--- src/rtl/core/fcw_pkg.sv ---
// shared types, codes and helpers of the fat12 cluster chain walker
package fcw_pkg;

    // widths fixed by the item fields
    localparam int CLUSTER_W = 12;
    localparam int COUNT_W   = 13;
    localparam int UNIT_W    = 14;

    // command codes
    localparam logic [1:0] CMD_LOAD    = 2'd0;
    localparam logic [1:0] CMD_START   = 2'd1;
    localparam logic [1:0] CMD_ADVANCE = 2'd2;
    localparam logic [1:0] CMD_NOP     = 2'd3;

    // result status codes
    localparam logic [1:0] ST_VALID    = 2'd0;
    localparam logic [1:0] ST_END      = 2'd1;
    localparam logic [1:0] ST_ERROR    = 2'd2;
    localparam logic [1:0] ST_NO_CHAIN = 2'd3;

    // end of chain marker range starts here
    localparam logic [CLUSTER_W-1:0] END_LOW = 12'hff8;

    // reset value of the table size register
    localparam logic [UNIT_W-1:0] FAT_BYTES_RESET = 14'd6144;

    // 2^16 / 3 rounded up, exact for floor(n / 3) over 14 bit n
    localparam logic [14:0] RECIP_3 = 15'd21846;

    // sequencer states
    typedef enum logic [3:0] {
        S_IDLE,
        S_PREP,
        S_WRAP,
        S_WRITE,
        S_RD_LO,
        S_RD_HI,
        S_ENTRY,
        S_CHK_RANGE,
        S_CHK_LEN,
        S_START_CHK,
        S_OUT
    } fcw_state_t;

    // shared unit operations
    typedef enum logic {
        ALU_ADD,
        ALU_SUB
    } alu_op_t;

    typedef struct packed {
        alu_op_t             op;
        logic [UNIT_W-1:0]   a;
        logic [UNIT_W-1:0]   b;
    } alu_req_t;

    typedef struct packed {
        logic [UNIT_W-1:0]   res;
        logic                ge;    // a >= b, meaningful for ALU_SUB
    } alu_rsp_t;

    // cluster count of a table of n bytes: floor(n / 3) * 2, n at most 8192
    function automatic logic [COUNT_W-1:0] cluster_count(input logic [UNIT_W-1:0] n);
        logic [28:0] prod;
        logic [12:0] q;
        prod = 29'(n) * 29'(RECIP_3);
        q    = prod[28:16];
        return {q[11:0], 1'b0};
    endfunction

endpackage

--- src/rtl/core/fcw_alu.sv ---
// shared add / subtract-compare unit used by the chain sequencer
module fcw_alu
    import fcw_pkg::*;
(
    input  alu_req_t req,
    output alu_rsp_t rsp
);

    logic [UNIT_W:0] sum;

    // one adder; subtraction by inverted operand and carry in
    always_comb begin
        if (req.op == ALU_SUB) begin
            sum = {1'b0, req.a} + {1'b0, ~req.b} + {{UNIT_W{1'b0}}, 1'b1};
        end else begin
            sum = {1'b0, req.a} + {1'b0, req.b};
        end
        rsp.res = sum[UNIT_W-1:0];
        rsp.ge  = sum[UNIT_W];
    end

endmodule

--- config.mk ---
export PLATFORM = sky130hd
export DESIGN_NAME = fcw_alu
export DESIGN_NICKNAME = d
export VERILOG_FILES = /design/src/rtl/core/fcw_pkg.sv /design/src/rtl/core/fcw_alu.sv
export SDC_FILE = /design/constraint.sdc
export NUM_CORES = 1
export LEC_CHECK = 0
export BUFFER_PORTS_ARGS = -buffer_cell sky130_fd_sc_hd__buf_2
export CAP_MARGIN = 20
export CORE_ASPECT_RATIO = 0.8
export CORE_MARGIN = 5
export CORE_UTILIZATION = 35
export DETAILED_ROUTE_END_ITERATION = 8
export MAX_ROUTING_LAYER = met4
export PLACE_DENSITY = 0.57
export SYNTH_ARGS = -nofsm -noshare
export SYNTH_HDL_FRONTEND = slang
export SYNTH_SLANG_ARGS = --single-unit
--- constraint.sdc ---
create_clock -name vclk -period 2
set_input_delay 0.1 -clock vclk [all_inputs]
set_output_delay 0.1 -clock vclk [all_outputs]
set_load 0.02 [all_outputs]
Word-level counts from Yosys, hierarchy flattened --
Cells that the tools add are included.
Word-level totals: memories kept 0, ROM bits 0, logic and storage cells 5, flip-flop bits (word level) 0, input bits 29, output and inout bits 15, bits in latches 0, memory bits (writable) 0
Cells by class: div/mod/pow operators 0, $add $sub $neg 3, reductions and logical operators 0, order comparisons 0, $mul 0, muxes and demuxes 1, bitwise logic cells 1, eq/ne operators 0, shift-type cells 0
Operators with widths (number):
- 14-bit by 14-bit adder with 15-bit output | 2
- 15-bit by 1-bit adder with 15-bit output, second input constant | 1
- 15-bit two-way mux | 1
- 14-bit inverter | 1

Logic depth before layout (Yosys ltp) --
Gate-level depths: netlist of the first run.
depth in word-level cells 4, depth in mapped cells 10, mapped depth without buffers 10

Worst setup path after synthesis of the first run --
No wires, ideal clock.
path type input port to output port, start point input port req[0] (netlist bit), end point output port rsp[0] (netlist bit), stages 9, arrival 1.778 ns, buffers on the path 0, required time 1.900 ns, slack 0.122 ns, cell sequence ha_1 > inv_1 > fa_1 > o21ba_2 > o21ai_1 > a21oi_1 > o221a_1 > o211ai_1 > o311a_1
RTL lines:
- start: declaration | line fcw_alu.sv:5 | input alu_req_t req,
- end: declaration | line fcw_alu.sv:6 | output alu_rsp_t rsp

==> impl_metrics.yaml, run 1 <==
final_layout:
  final_net_count: 317
  mostFrequentLayoutCells: "37 x buf_4, 34 x buf_2, 21 x inv_1"
  register_area_sq_um: 0
  stdcell_count: 311
  final.clkbuf_count: 0
  layout.cell_area.non_filler_sq_um: 2050
  filler_cell_count: 372
  layout_commonest_cell: "buf_4"
  final_layout_size_suffix_gt1_share_pct: 45.3
  nFlopsAndLatches: 0
  diodes: 0
  synthToLayoutAreaGrowth_pct: 46.3
critical_path:
  critical_path_required_ps: 1900
  nature_of_the_critical_path_endpoint: "output port"
  cp_class: "in2out"
  critical_path.max_fanout: 3
  crit_path_start_kind: "primary input"
  timing.critical_path.arrival_ps: 1860
die:
  io_pins: 44
  coreArea_sq_um: 3830
  dieArea_sq_um: 5390
  initial_utilization_pct: 36.7
  core.rowCount: 20
  die_height_um: 66.6
  die_w_um: 80.8
synthesis:
  synthCells: 191
  yosysSeqAreaShare_pct: 0
  ys_types: 53
  synth.net_count: 250
  yosys.area.top_type: "ha_1"
  ys_top_cells_by_area: "ha_1 25%, inv_1 6.7%, xnor2_1 6.2%"
  synth_area_sq_um: 1400
  synth_warnings: 0
  yosysTopAreaCellShare_pct: 25.0
  avg_inst_size_synth_sq_um: 7.35
drt:
  totalWireLength_um: 4000
  pre_antenna_drt_iters: 4
  post-route-drc-count: 0
  avgViaCountPerCell: 5.06
  drt-initial-drc-count: 60
  ant_nets: 0
  vias: 1575
  routedWlPerCell_um: 12.9
clock_tree:
  post_cts_hold_buffer_count: 0
pwr:
  power.switching_fraction_pct: 52.7
  power.static_leakage_nw: 0.957
  comb_power_share_pct: 100.0
  power.internal_mw: 0.356
  clock_network_power_share_pct: 0
  power_frac_seq_pct: 0
  ir_worst_vdd_v: 0.000150
  net-switching-power_mw: 0.396
  p_per_area_nw_per_um2: 366
placed_design:
  place_inst: 309
  place_area_sq_um: 1830
  port-buffer-count: 44
  post-dp-hpwl_um: 3210
  gp_congestion: 0.855
global_route:
  grt_max_degree: 16
  grt_overflow_total: 0
  antenna_found_initial: 0
  vias_in_the_first_global_route: 1434
  wire_length_of_the_first_global_routing_pass_um: 6380
  globalRouteTotalUtil_pct: 14.8
sta:
  final_max_slew_viol_count: 0
  grt_setup_unrepaired: "true"
  setup_viol: 0
  hold_violations: 0
  fin_crit_sh_pct: 98.1
  fmaxAchievable_mhz: 510
  timing.max_slew.rel_slack_pct: 75.4
  period_needed_ps: 1960
  worst_slew_pin_slew_ps: 368
status:
  status: "finished clean"
hold_path:
  timing.hold.worst.class: "in2out"
job:
  number_of_maximum_capacitance_violations: 0
[metrics by stage]
step	total power [mW]	hold WS, ps	setup TNS (ps)	setup WS, ps	util [%]
after detailed placement	0.655	592	-427	-102	47.8
after global routing	0.817	609	-284	-70.9	53.7
final	0.752	575	0	38.5	53.7
after CTS	0.699	577	-25.8	-25.8	50.3
after global placement	0.654	590	-362	-75.4	47.8
after floorplan	0.430	391	0	122	-
[cell type report]
type,count,area [sq um],area share (%)
Timing Repair Buffer,75,497,24.2
Tap cell,55,68.8,3.35
Multi-Input combinational cell,155,1390,67.7
Inverter,26,97.6,4.75
[path summary, 6_finish.rpt]
path / startpoint / endpoint / slack (ps) / cells after the start
max: req[14] / rsp[0] / 40 / 11
min: req[0] / rsp[1] / 570 / 4
[power by group through the flow]
stage	logic [mW]	registers (mW)	clock network, mW
CTS	0.699	0	0
detailed placement	0.655	0	0
finish	0.752	0	0
global placement	0.654	0	0
global route	0.817	0	0
floorplan	0.430	0	0
[synthesized netlist by cell type, types with 2 or more instances]
master	n
o21ai_0	8
nand3_1	7
nor3_1	6
a211oi_1	2
a21oi_1	17
nand2_1	8
nand4_1	2
o21bai_1	2
fa_1	2
inv_1	25
nor4_1	2
o21a_1	2
xor2_1	2
a21o_1	3
clkbuf_1	2
o31ai_1	2
buf_2	3
clkbuf_8	2
xnor2_1	10
o22a_2	2
o21ai_1	2
a21o_2	2
nor2_1	14
buf_6	2
o211ai_1	4
nor2b_1	4
ha_1	28
[repair_timing]
item	CTS	global route
buffers inserted	0	2
pin swaps	8	23
setup endpoints to repair	8	10
gates resized for setup	24	28
[metal layers]
layer  GRT usage, %  up-vias  routed length (um)  part of all wire (%)
met5              -        -                   0                     0
met4          0.633        0                   0                     0
met3          0.135        0                 182                   4.6
met2           22.8       42                1720                    43
met1           22.6      721                2100                    53
li1               -      812                   -                     -
[critical path: stages]
cell and delay, ps:
buf_8 80, ha_4 120, inv_2 30, fa_2 340, o21ba_4 210, o21ai_2 120, a21oi_2 80, o221a_1 290
o211ai_1 170, o311a_1 190, buf_6 120
[cells by family after synthesis]
kind of cell	after synthesis	synth area share, %
multiplexers	1	0.713
AND/OR/NAND/NOR	49	17.8
XOR/XNOR	12	7.49
adder cells (fa/ha/maj)	30	27.8
buffers and inverters	36	12.7
AO/OA/AOI/OAI	63	33.5
(Power assumes the default switching activity.)
==> inputs of run 2 (changes only) <==
--- a/config.mk
+++ b/config.mk
@@ -12,7 +12,7 @@
 export CORE_UTILIZATION = 35
 export DETAILED_ROUTE_END_ITERATION = 8
 export MAX_ROUTING_LAYER = met4
-export PLACE_DENSITY = 0.57
+export PLACE_DENSITY = 0.6
 export SYNTH_ARGS = -nofsm -noshare
 export SYNTH_HDL_FRONTEND = slang
 export SYNTH_SLANG_ARGS = --single-unit
==> constraint.sdc (replaced) <==
create_clock -name vclk -period 1.6
set_input_delay 0.08 -clock vclk [all_inputs]
set_output_delay 0.08 -clock vclk [all_outputs]
set_load 0.02 [all_outputs]
==> impl_metrics.yaml, run 2 (same netlist as run 1, synthesis figures left out) <==
global_route:
  globalRouteTotalUtil_pct: 19.2
  met2_usage_pct: 32.6
  grt_max_degree: 14
  wire_length_of_the_first_global_routing_pass_um: 8260
  vias_in_the_first_global_route: 1799
  antenna_found_initial: 0
  top_usage_layer: "met2"
  grt_overflow_total: 0
  met1_usage_pct: 25.9
  grt.met3_usage_pct: 0.541
critical_path:
  crit_path_start_kind: "primary input"
  cp_class: "in2out"
  critical_path_required_ps: 1520
  nature_of_the_critical_path_endpoint: "output port"
  critical_path.max_fanout: 3
  startpoint_of_the_worst_setup_timing_path: "req[14]"
  setup.worst_path.end: "rsp[0]"
  timing.critical_path.arrival_ps: 1940
final_layout:
  nFlopsAndLatches: 0
  mostFrequentLayoutCells: "87 x buf_4, 21 x buf_2, 18 x inv_1"
  register_area_sq_um: 0
  synthToLayoutAreaGrowth_pct: 103
  final_layout_size_suffix_gt1_share_pct: 65.0
  diodes: 0
  layout.cell_area.non_filler_sq_um: 2860
  final_core_utilization_pct: 74.6
  stdcell_count: 364
  layout_commonest_cell: "buf_4"
  final.clkbuf_count: 0
  final_net_count: 370
status:
  status: "finished with violations"
  failed_checks: "setup timing"
placed_design:
  place_area_sq_um: 2290
  port-buffer-count: 44
  place_inst: 347
  gp_congestion: 0.944
  post-dp-hpwl_um: 3500
drt:
  totalWireLength_um: 5660
  ant_nets: 0
  post-route-drc-count: 0
  pre_antenna_drt_iters: 4
  routedWlPerCell_um: 15.6
  vias: 1924
  drt-initial-drc-count: 137
  avgViaCountPerCell: 5.29
sta:
  worst_slew_pin_slew_ps: 338
  period_needed_ps: 2020
  grt_setup_unrepaired: "true"
  final_max_slew_viol_count: 0
  fmaxAchievable_mhz: 494
  fin_hold_ws_ps: 534
  fin_crit_sh_pct: 126
  fin_tns_setup_ps: -3090
  timing.max_slew.rel_slack_pct: 77.4
  worst_slack_ps: -424
  hold_violations: 0
  setup_viol: 12
die:
  core.rowCount: 20
  dieArea_sq_um: 5390
  die_w_um: 80.8
  die_height_um: 66.6
  initial_utilization_pct: 36.7
  io_pins: 44
  coreArea_sq_um: 3830
pwr:
  p_per_area_nw_per_um2: 468
  ir_worst_vdd_v: 0.000269
  power.static_leakage_nw: 1.34
hold_path:
  timing.hold.worst.class: "in2out"
  hold_path.startpoint: "req[0]"
job:
  number_of_maximum_capacitance_violations: 0
## run 2: changes by cell type in the layout (fill, tap and decap cells not counted), moves of 3 or more
cell | previous run | this run
buf_2 | 34 | 21
ha_4 | 6 | 11
ha_1 | 20 | 15
xnor2_1 | 10 | 2
inv_1 | 21 | 18
xnor2_2 | 0 | 8
inv_4 | 0 | 3
buf_4 | 37 | 87
buf_8 | 1 | 4
a21oi_1 | 13 | 9
buf_6 | 3 | 15
## run 2: routing by layer
metal / share of wire [%] / routed length [um]
met1: 43 / 2430
met2: 49 / 2780
met3: 5.9 / 332
met4: 2.2 / 125
met5: 0 / 0
## run 2: cell type report
| cell class | instances | area [sq um] |
|---|---|---|
| fill | 265 | 973 |
| multi-input combinational | 155 | 1670 |
| timing repair buffer | 128 | 1010 |
| tap | 55 | 68.8 |
| inverter | 26 | 113 |
## run 2: how the worst min path moves through the flow
stage              to  slack [ps]  cells past startpoint
3_3_place_gp   rsp[1]         590                      4
6_report       rsp[1]         530                      4
2_1_floorplan  rsp[1]         350                      2
4_1_cts        rsp[1]         540                      4
3_5_place_dp   rsp[1]         590                      4
5_1_grt        rsp[1]         560                      4
## run 2: repair_timing
item / CTS / global route
gates cloned: 0 / 0
pin swaps: 31 / 27
hold buffers: 0 / 0
setup endpoints to repair: 12 / 12
buffers inserted: 12 / 9
endpoints found under the hold margin: 0 / 0
resized for setup: 72 / 29
## run 2: critical path: stages
cell and delay, ps:
buf_8 80, ha_4 130, inv_2 40, fa_2 340, o21ba_4 210, o21ai_2 130, a21oi_2 100, o221a_1 330
o211ai_1 180, o311a_1 210, buf_6 120
## run 2: per-stage QoR
step / worst slack (ps) / total power [mW]
global placement: -472 / 1.01
finish: -424 / 1.34
floorplan: -178 / 0.621
global route: -516 / 1.42
CTS: -458 / 1.20
detailed placement: -494 / 1.01
## run 2: where the power goes
part	switching, mW	internal (mW)
logic	0.640	0.696
clock network	0	0
registers	0	0
