File: config.mk
export PLATFORM = sky130hd
export DESIGN_NAME = fcw_seq
export DESIGN_NICKNAME = d
export VERILOG_FILES = /design/src/rtl/core/fcw_pkg.sv /design/src/rtl/core/fcw_seq.sv
export SDC_FILE = /design/constraint.sdc
export NUM_CORES = 1
export LEC_CHECK = 0
export BUFFER_PORTS_ARGS = -buffer_cell sky130_fd_sc_hd__buf_2
export CORE_MARGIN = 5
export CORE_UTILIZATION = 25
export CTS_CLUSTER_DIAMETER = 120
export DETAILED_ROUTE_END_ITERATION = 16
export PLACE_DENSITY = 0.46
export SLEW_MARGIN = 20
export SYNTH_ARGS = -nofsm -noshare
export SYNTH_HDL_FRONTEND = slang
export SYNTH_SLANG_ARGS = --single-unit
File: constraint.sdc
create_clock -name aclk -period 10 [get_ports aclk]
set_input_delay 1.5 -clock aclk [delete_from_list [all_inputs] [get_ports aclk]]
set_output_delay 1.5 -clock aclk [all_outputs]
set_load 0.02 [all_outputs]
File: src/rtl/core/fcw_pkg.sv
// shared types, codes and helpers of the fat12 cluster chain walker
package fcw_pkg;

    // widths fixed by the item fields
    localparam int CLUSTER_W = 12;
    localparam int COUNT_W   = 13;
    localparam int UNIT_W    = 14;

    // command codes
    localparam logic [1:0] CMD_LOAD    = 2'd0;
    localparam logic [1:0] CMD_START   = 2'd1;
    localparam logic [1:0] CMD_ADVANCE = 2'd2;
    localparam logic [1:0] CMD_NOP     = 2'd3;

    // result status codes
    localparam logic [1:0] ST_VALID    = 2'd0;
    localparam logic [1:0] ST_END      = 2'd1;
    localparam logic [1:0] ST_ERROR    = 2'd2;
    localparam logic [1:0] ST_NO_CHAIN = 2'd3;

    // end of chain marker range starts here
    localparam logic [CLUSTER_W-1:0] END_LOW = 12'hff8;

    // reset value of the table size register
    localparam logic [UNIT_W-1:0] FAT_BYTES_RESET = 14'd6144;

    // 2^16 / 3 rounded up, exact for floor(n / 3) over 14 bit n
    localparam logic [14:0] RECIP_3 = 15'd21846;

    // sequencer states
    typedef enum logic [3:0] {
        S_IDLE,
        S_PREP,
        S_WRAP,
        S_WRITE,
        S_RD_LO,
        S_RD_HI,
        S_ENTRY,
        S_CHK_RANGE,
        S_CHK_LEN,
        S_START_CHK,
        S_OUT
    } fcw_state_t;

    // shared unit operations
    typedef enum logic {
        ALU_ADD,
        ALU_SUB
    } alu_op_t;

    typedef struct packed {
        alu_op_t             op;
        logic [UNIT_W-1:0]   a;
        logic [UNIT_W-1:0]   b;
    } alu_req_t;

    typedef struct packed {
        logic [UNIT_W-1:0]   res;
        logic                ge;    // a >= b, meaningful for ALU_SUB
    } alu_rsp_t;

    // cluster count of a table of n bytes: floor(n / 3) * 2, n at most 8192
    function automatic logic [COUNT_W-1:0] cluster_count(input logic [UNIT_W-1:0] n);
        logic [28:0] prod;
        logic [12:0] q;
        prod = 29'(n) * 29'(RECIP_3);
        q    = prod[28:16];
        return {q[11:0], 1'b0};
    endfunction

endpackage

File: src/rtl/core/fcw_seq.sv
// sequencer and datapath that loads the table and walks cluster chains
module fcw_seq
    import fcw_pkg::*;
#(
    parameter int TABLE_BYTES = 8192
) (
    input  logic                         aclk,
    input  logic                         aresetn,
    // input transaction
    input  logic                         in_valid,
    output logic                         in_ready,
    input  logic [1:0]                   in_command,
    input  logic [12:0]                  in_byte_addr,
    input  logic [7:0]                   in_byte_data,
    input  logic [CLUSTER_W-1:0]         in_start_cluster,
    // result transaction
    output logic                         out_valid,
    input  logic                         out_ready,
    output logic [CLUSTER_W-1:0]         out_cluster,
    output logic [1:0]                   out_status,
    // table size
    input  logic [UNIT_W-1:0]            fat_bytes,
    // shared unit
    output alu_req_t                     alu_req,
    input  alu_rsp_t                     alu_rsp,
    // table store
    output logic                         mem_we,
    output logic [$clog2(TABLE_BYTES)-1:0] mem_addr,
    output logic [7:0]                   mem_wdata,
    input  logic [7:0]                   mem_rdata
);

    localparam int AW = $clog2(TABLE_BYTES);
    localparam logic [UNIT_W-1:0] TABLE_SIZE = UNIT_W'(TABLE_BYTES);

    fcw_state_t state_reg, state_next;

    logic [1:0]           cmd_reg;
    logic [12:0]          addr_in_reg;
    logic [7:0]           data_reg;
    logic [CLUSTER_W-1:0] first_reg;

    logic [COUNT_W-1:0]   count_reg;
    logic                 fat_zero_reg;
    logic [UNIT_W-1:0]    at_reg;
    logic [7:0]           lo_reg;
    logic [CLUSTER_W-1:0] entry_reg;

    logic                 active_reg;
    logic [CLUSTER_W-1:0] cur_reg;
    logic [COUNT_W-1:0]   len_reg;

    logic [CLUSTER_W-1:0] res_cluster_reg;
    logic [1:0]           res_status_reg;
    logic                 out_valid_reg;
    logic [CLUSTER_W-1:0] out_cluster_reg;
    logic [1:0]           out_status_reg;

    logic [UNIT_W-1:0]    fat_clamped;
    logic                 out_free;
    logic [7:0]           hi_byte;

    assign fat_clamped = (fat_bytes > TABLE_SIZE) ? TABLE_SIZE : fat_bytes;
    assign out_free    = !out_valid_reg || out_ready;
    assign hi_byte     = mem_rdata;

    // next state
    always_comb begin
        state_next = state_reg;
        unique case (state_reg)
            S_IDLE: begin
                if (in_valid) begin
                    state_next = S_PREP;
                end
            end
            S_PREP: begin
                unique case (cmd_reg)
                    CMD_LOAD:    state_next = S_WRAP;
                    CMD_START:   state_next = S_START_CHK;
                    CMD_ADVANCE: state_next = active_reg ? S_WRAP : S_OUT;
                    default:     state_next = S_IDLE;
                endcase
            end
            S_WRAP: begin
                if (!alu_rsp.ge) begin
                    state_next = (cmd_reg == CMD_LOAD) ? S_WRITE : S_RD_LO;
                end
            end
            S_WRITE:     state_next = S_IDLE;
            S_RD_LO:     state_next = S_RD_HI;
            S_RD_HI:     state_next = S_ENTRY;
            S_ENTRY:     state_next = S_CHK_RANGE;
            S_CHK_RANGE: begin
                if (entry_reg >= END_LOW || alu_rsp.ge) begin
                    state_next = S_OUT;
                end else begin
                    state_next = S_CHK_LEN;
                end
            end
            S_CHK_LEN:   state_next = S_OUT;
            S_START_CHK: state_next = S_OUT;
            S_OUT: begin
                if (out_free) begin
                    state_next = S_IDLE;
                end
            end
            default:     state_next = S_IDLE;
        endcase
    end

    // unit requests, store access and handshake outputs
    always_comb begin
        alu_req   = '{op: ALU_ADD, a: '0, b: '0};
        mem_we    = 1'b0;
        mem_addr  = at_reg[AW-1:0];
        mem_wdata = data_reg;
        in_ready  = 1'b0;
        unique case (state_reg)
            S_IDLE: in_ready = 1'b1;
            S_PREP: begin
                // byte offset of the entry: c + c/2
                alu_req = '{op: ALU_ADD,
                            a: UNIT_W'(cur_reg),
                            b: UNIT_W'(cur_reg >> 1)};
            end
            S_WRAP: begin
                alu_req = '{op: ALU_SUB, a: at_reg, b: TABLE_SIZE};
            end
            S_WRITE: mem_we = 1'b1;
            S_RD_LO: begin
                alu_req = '{op: ALU_ADD, a: at_reg, b: UNIT_W'(1)};
            end
            S_CHK_RANGE: begin
                alu_req = '{op: ALU_SUB, a: UNIT_W'(entry_reg), b: UNIT_W'(count_reg)};
            end
            S_CHK_LEN: begin
                alu_req = '{op: ALU_SUB, a: UNIT_W'(count_reg), b: UNIT_W'(len_reg)};
            end
            S_START_CHK: begin
                alu_req = '{op: ALU_SUB, a: UNIT_W'(count_reg), b: UNIT_W'(first_reg)};
            end
            default: begin
                alu_req = '{op: ALU_ADD, a: '0, b: '0};
            end
        endcase
    end

    // control registers
    always_ff @(posedge aclk) begin
        if (!aresetn) begin
            state_reg     <= S_IDLE;
            active_reg    <= 1'b0;
            cur_reg       <= '0;
            len_reg       <= '0;
            out_valid_reg <= 1'b0;
        end else begin
            state_reg <= state_next;
            // taken result drops, unless a new one is loaded below
            if (out_valid_reg && out_ready && state_reg != S_OUT) begin
                out_valid_reg <= 1'b0;
            end
            unique case (state_reg)
                S_CHK_RANGE: begin
                    if (entry_reg >= END_LOW || alu_rsp.ge) begin
                        active_reg <= 1'b0;
                    end
                end
                S_CHK_LEN: begin
                    if (!alu_rsp.ge) begin
                        active_reg <= 1'b0;
                    end else begin
                        cur_reg <= entry_reg;
                        len_reg <= len_reg + COUNT_W'(1);
                    end
                end
                S_START_CHK: begin
                    if (fat_zero_reg || !alu_rsp.ge) begin
                        active_reg <= 1'b0;
                    end else begin
                        active_reg <= 1'b1;
                        cur_reg    <= first_reg;
                        len_reg    <= COUNT_W'(1);
                    end
                end
                S_OUT: begin
                    if (out_free) begin
                        out_valid_reg <= 1'b1;
                    end
                end
                default: begin
                end
            endcase
        end
    end

    // payload registers
    always_ff @(posedge aclk) begin
        case (state_reg)
            S_IDLE: begin
                cmd_reg     <= in_command;
                addr_in_reg <= in_byte_addr;
                data_reg    <= in_byte_data;
                first_reg   <= in_start_cluster;
            end
            S_PREP: begin
                count_reg    <= cluster_count(fat_clamped);
                fat_zero_reg <= (fat_bytes == '0);
                if (cmd_reg == CMD_LOAD) begin
                    at_reg <= UNIT_W'(addr_in_reg);
                end else begin
                    at_reg <= alu_rsp.res;
                end
                res_cluster_reg <= '0;
                res_status_reg  <= ST_NO_CHAIN;
            end
            S_WRAP: begin
                if (alu_rsp.ge) begin
                    at_reg <= alu_rsp.res;
                end
            end
            S_RD_LO: begin
                // address of the upper byte, wrapped at the table end
                at_reg <= (alu_rsp.res == TABLE_SIZE) ? '0 : alu_rsp.res;
            end
            S_RD_HI: lo_reg <= mem_rdata;
            S_ENTRY: begin
                if (cur_reg[0]) begin
                    entry_reg <= {hi_byte, lo_reg[7:4]};
                end else begin
                    entry_reg <= {hi_byte[3:0], lo_reg};
                end
            end
            S_CHK_RANGE: begin
                res_cluster_reg <= entry_reg;
                res_status_reg  <= (entry_reg >= END_LOW) ? ST_END : ST_ERROR;
            end
            S_CHK_LEN: begin
                res_cluster_reg <= entry_reg;
                res_status_reg  <= alu_rsp.ge ? ST_VALID : ST_ERROR;
            end
            S_START_CHK: begin
                res_cluster_reg <= first_reg;
                res_status_reg  <= (fat_zero_reg || !alu_rsp.ge) ? ST_ERROR : ST_VALID;
            end
            S_OUT: begin
                if (out_free) begin
                    out_cluster_reg <= res_cluster_reg;
                    out_status_reg  <= res_status_reg;
                end
            end
            default: begin
            end
        endcase
    end

    assign out_valid   = out_valid_reg;
    assign out_cluster = out_cluster_reg;
    assign out_status  = out_status_reg;

endmodule

After elaboration in Yosys (flattened, before gate mapping)
Cells that the tools add are included.
W data, S select, Z words.
- register bits: 141
- bits of input ports: 76
- output and inout port bits: 67
- logic and storage cells: 101
- add/subtract/negate cells: 1
- multipliers: 1
- $lt $le $gt $ge: 2
- eq/ne operators: 22
- muxes and demuxes: 35
- reductions and logical operators: 22
- operators by type and width (operator ; number):
    $pmux W29 S6 ; 1
    $mux W14 ; 4
    $pmux W14 S3 ; 1
    $mux W12 ; 3
    $pmux W12 S3 ; 1
    $pmux W4 S9 ; 1
    $mul A14 B14 Y27 const B ; 1
    $mux W13 ; 2
    $pmux W13 S2 ; 1
    $pmux W12 S2 ; 1
    $eq A4 B3 Y1 const B ; 4
    $mux W4 ; 4
    $ne A2 B2 Y1 const B ; 8
    $eq A14 B14 Y1 const B ; 1
    $gt A14 B14 Y1 const B ; 1
    $logic_not A14 Y1 ; 1
    $add A13 B1 Y13 const B ; 1
    $eq A4 B4 Y1 const B ; 3
    $ge A12 B12 Y1 const B ; 1
    $pmux W4 S3 ; 1
    $reduce_and A3 Y1 ; 3
    $reduce_bool A3 Y1 ; 3
    $eq A4 B2 Y1 const B ; 2
    $mux W1 ; 8
    other kinds (17) ; 26

Depth between registers and ports, before layout
- depth after elaboration: 5
- depth in mapped cells: 22

Worst setup path before layout
Ideal clock, no wire load.
- path type: input to register
- from: input port fat_bytes[5]
- to: register count_reg[11] (data pin)
- library setup time: 259 ps
- data arrival time: 6364 ps
- data required time: 9741 ps
- slack: 3377 ps
- cell stages on the path: 21
- cell sequence: nor4_1 nand4_1 and2_1 nor2b_1 ha_1 inv_1 fa_1 fa_1 inv_1 fa_1 inv_1 fa_1 inv_1 ha_1 ha_1 a21oi_1 o21ai_0 nor2_1 a211oi_1 nor4_1 a211o_1
- word-level cells in the longest chain between the ends: 3
- ends and longest elaborated chain (element ; RTL line ; text):
    start: declaration ; fcw_seq.sv:22 ; input logic [UNIT_W-1:0] fat_bytes,
    $gt A14 B14 Y1 ; fcw_seq.sv:63 ; assign fat_clamped = (fat_bytes > TABLE_SIZE) ? TABLE_SIZE : fat_bytes;
    $mux W14 (*) ; fcw_seq.sv:63 ;
    $mul A14 B14 Y27 (*) ; fcw_pkg.sv:66 ; prod = 29'(n) * 29'(RECIP_3);
    end signal: assignment ; fcw_seq.sv:206 ; count_reg <= cluster_count(fat_clamped);
    end: declaration ; fcw_seq.sv:43 ; logic [COUNT_W-1:0] count_reg;
Mark *: on every way between the ends. The rest lies on a longest branch, timed or not.
A chain may end at the register's enable or synchronous reset.

Final worst setup path
Same ends and word-level chain as after synthesis.

==> impl_results.md <==
* Outcome: finished clean
* DR vias/cell at roughly 4.5
* Tightest Hold Check Type: reg -> reg
* Root buffer cell: clkbuf_16
* Final cell count without fillers at 1546
* Reg2Reg Setup Slack at just over 7000 ps
* Core Rows at just over 70
* Drt drc at 0
* Total grt overflow at 0
* Worst-margin pin slew at roughly 1000 ps
* Crit path time final at 6929 ps
* H-Tree Depth at 4
* Dpl cells at around 1.5k
* Post-DP HPWL at about 22 mm
* Vias at between 6k and 7k
* CP endpoint: count_reg[11]
* Post-Syn Area at approximately 9600 um^2
* Final slew viol count at 0
* R2R cell count at 5
* Number of synthesized register bits at 141
* Fin nets at about 1.2k
* Sequential power share at between 30 and 40%
* Starting Density at ~25%
* Routed len/inst at approximately 18 um
* Synth unique cells at 57
* Relative slew slack at about a third
* CTS clk-pin slew, worst paths at roughly 60 ps
* Hold_sp: res_cluster_reg[7]
* Int Power at roughly 0.0018 W
* Starting DRT DRC Count at 441
* PostCTS Resize Cnt at 0
* Leakage at 5.144 nW
* Full die area at ~42000 um^2
* Max FFs per register at 14
* Clk pwr share at around a fifth
* Post-Syn Instances at around 900
* Final Hold Viols at 0
* Chip Width at 205.8 um
* First-pass GRT wire length at ~43 mm
* CTS buffer count at 17
* ANT nets after route at 0
* P&R area growth vs syn at 18.47%
* Number of synthesis warnings at 0
* Reg area at between 3000 and 4000 um^2
* Worst Setup SP: fat_bytes[5]
* Worst slack, placed at 2640 ps
* Fmax at roughly 0.14 GHz
* Bufs on Longest Clock Path at 2
* Worst skew pair latency at roughly 420 ps
* CP startpoint kind: primary input
* Worst R2R End: at_reg[5]
* Core Box Area at around 38000 um^2
* Die Y at roughly 200 um
* Post-synth net total at between 1k and 1.5k
* Clk sinks at roughly 140
* Routed WL at between 20 and 30 mm
* Setup Skew at approximately 9 ps
* Crit-path max FO at 5
* WP data required at 10170 ps
* Routability cong. at 0.8455
* Combinational power share at 45.0%
* Most common flop cell mapped by yosys: edfxtp_1
* MaxCap Viol Count at 0
* Pin count of the biggest net entering global routing at 39
* Sw Pwr at roughly 0.0013 W
* Antenna cells at 0
* PortBufs at 142
* Fraction of layout cells with a size suffix above 1 at between 20% and 30%
* WP data arrival at between 7000 and 8000 ps
* Vias in the first global route at a little over 7k
* Setup_tns at 0 ps
* # hold bufs at CTS at 0
* CTS tree: yes
* Boundary Pins at around 140
* Fill count at between 3k and 4k
* Pwr per Cell Area at 269.1 nW/um^2
* Worst IR Drop VDD at a little over 0.09 mV
* Setup crit end kind: flop
* Post-CTS Setup Repair Bufs at 0
* Final setup margin at just over 3000 ps
* Gr usage total at 13.24%
* Post-Syn Area per Cell at ~11 um^2
* Initial antenna violation count at 1
* TritonRoute pass-1 iters at 7
* Hold WS at approximately 420 ps
* Post-synthesis sequential area ratio at 40.94%
* Final setup violating endpoints at 0
* Sw Share at 41.80%
* Final critical-path share of the clock period at roughly 69%
* RR Startpoint: state_reg[2]
* RSZ-0062 raised after global routing: no
* Multi-input logic area at roughly 5000 um^2
* Post-synth ARST share at 0%
* Hold Path Cell Cnt at 0
* Setup CP Type: in -> reg
* Post-synth EDFFs at 110
cells by family (layout without fill, tap and decap cells):
family                     after synthesis  after routing  synth area share [%]
AOI/OAI and AO/OA                      140            140                 10.04
buffers and inverters                  168            304                 7.324
adders and majority gates              146            146                 23.45
DFF                                    141            141                 40.94
xor gates and xnor gates                23             23                 2.102
and+or+nand+nor                        250            250                 12.55
muxes                                   31             31                 3.603
cell type report:
type	count	area share (%)
clock buffers	18	3.780
clock inverters	14	1.421
inverters	123	4.066
multi-input cells	590	43.82
flip-flops and latches	141	34.56
well taps	511	5.631
repair buffers	149	6.722
Yosys cell counts (12+ instances only):
cell | instances | area (um^2)
inv_1 | 123 | 461.7
nand2_1 | 120 | 450.4
edfxtp_1 | 110 | 3303
ha_1 | 90 | 1126
fa_1 | 56 | 1121
nor2_1 | 34 | 127.6
dfxtp_1 | 31 | 620.6
o21ai_0 | 29 | 145.1
mux2_2 | 28 | 315.3
a21oi_1 | 26 | 130.1
clkbuf_1 | 20 | 75.07
buf_4 | 16 | 120.1
a31oi_1 | 13 | 81.33
a222oi_1 | 12 | 120.1
xor2_1 | 12 | 105.1
power by group through the flow:
stage / logic, W / clock network [W] / registers, W
floorplan: 0.00100 / 0 / 0.00102
global placement: 0.00139 / 0 / 0.00106
global route: 0.00155 / 0.000676 / 0.00107
finish: 0.00138 / 0.000632 / 0.00105
detailed placement: 0.00138 / 0 / 0.00106
CTS: 0.00140 / 0.000648 / 0.00105
per-stage QoR:
stage | area, um^2 | util (%) | power (W)
global placement | 10760 | 28.50 | 0.002450
detailed placement | 10760 | 28.51 | 0.002439
floorplan | 9584 | - | 0.002025
CTS | 11350 | 30.07 | 0.003091
global route | 11350 | 30.07 | 0.003293
finish | 11350 | 30.07 | 0.003056
critical path: stages:
cell,delay (ps)
buf_2,110
nor4_1,280
nand4_1,150
and2_1,190
nor2b_1,300
ha_1,290
inv_1,80
fa_1,500
fa_1,510
inv_1,50
fa_1,540
inv_1,60
fa_1,520
inv_1,40
ha_1,280
ha_1,350
a21oi_1,150
o21ai_0,310
nor2_1,90
a211oi_1,460
nor4_1,90
a211o_1,240
per-layer routing:
| metal | GRT usage [%] | wire length (um) | up-vias |
|---|---|---|---|
| met5 | 0 | 0 | - |
| met1 | 17.67 | 12250 | 3361 |
| met2 | 22.47 | 13840 | 155 |
| li1 | - | - | 3383 |
| met4 | 3.755 | 572 | 0 |
| met3 | 1.891 | 1197 | 31 |
worst min path at each step:
stage	to	slack [ps]
after floorplan	out_cluster[0]	400
after global placement	out_cluster[11]	400
after detailed placement	out_status[0]	410
after CTS	out_status[0]	420
after global routing	out_cluster[7]	430
final	out_cluster[7]	420
cells in the final DEF, fill, tap and decap left out, types with 3 or more instances in the layout:
| cell | synthesis | final |
|---|---|---|
| inv_6 | 0 | 3 |
| o22ai_1 | 3 | 3 |
| fa_1 | 56 | 56 |
| nand3_1 | 11 | 11 |
| mux2i_1 | 3 | 3 |
| a22o_1 | 11 | 11 |
| buf_2 | 9 | 142 |
| nor2_1 | 34 | 32 |
| inv_1 | 123 | 123 |
| and4_1 | 3 | 3 |
| nand4_1 | 11 | 11 |
| a211oi_1 | 7 | 7 |
| clkinv_4 | 0 | 5 |
| xor2_1 | 12 | 12 |
| or3_1 | 7 | 7 |
| a222oi_1 | 12 | 12 |
| clkbuf_16 | 0 | 17 |
| a31oi_1 | 13 | 13 |
| nand2b_1 | 9 | 9 |
| edfxtp_1 | 110 | 110 |
| and3_1 | 8 | 7 |
| nor2b_1 | 11 | 11 |
| buf_4 | 16 | 7 |
| ha_1 | 90 | 90 |
| mux2_2 | 28 | 28 |
| a21o_1 | 7 | 7 |
| nor3_1 | 11 | 10 |
| o21ai_0 | 29 | 29 |
| a21boi_0 | 3 | 3 |
| dfxtp_1 | 31 | 31 |
| a21oi_1 | 26 | 26 |
| xnor2_1 | 11 | 11 |
| a22oi_1 | 10 | 10 |
| and2_1 | 8 | 8 |
| nand2_1 | 120 | 120 |
| nor4_1 | 6 | 6 |
No activity file was read; power rests on OpenSTA's default activity.
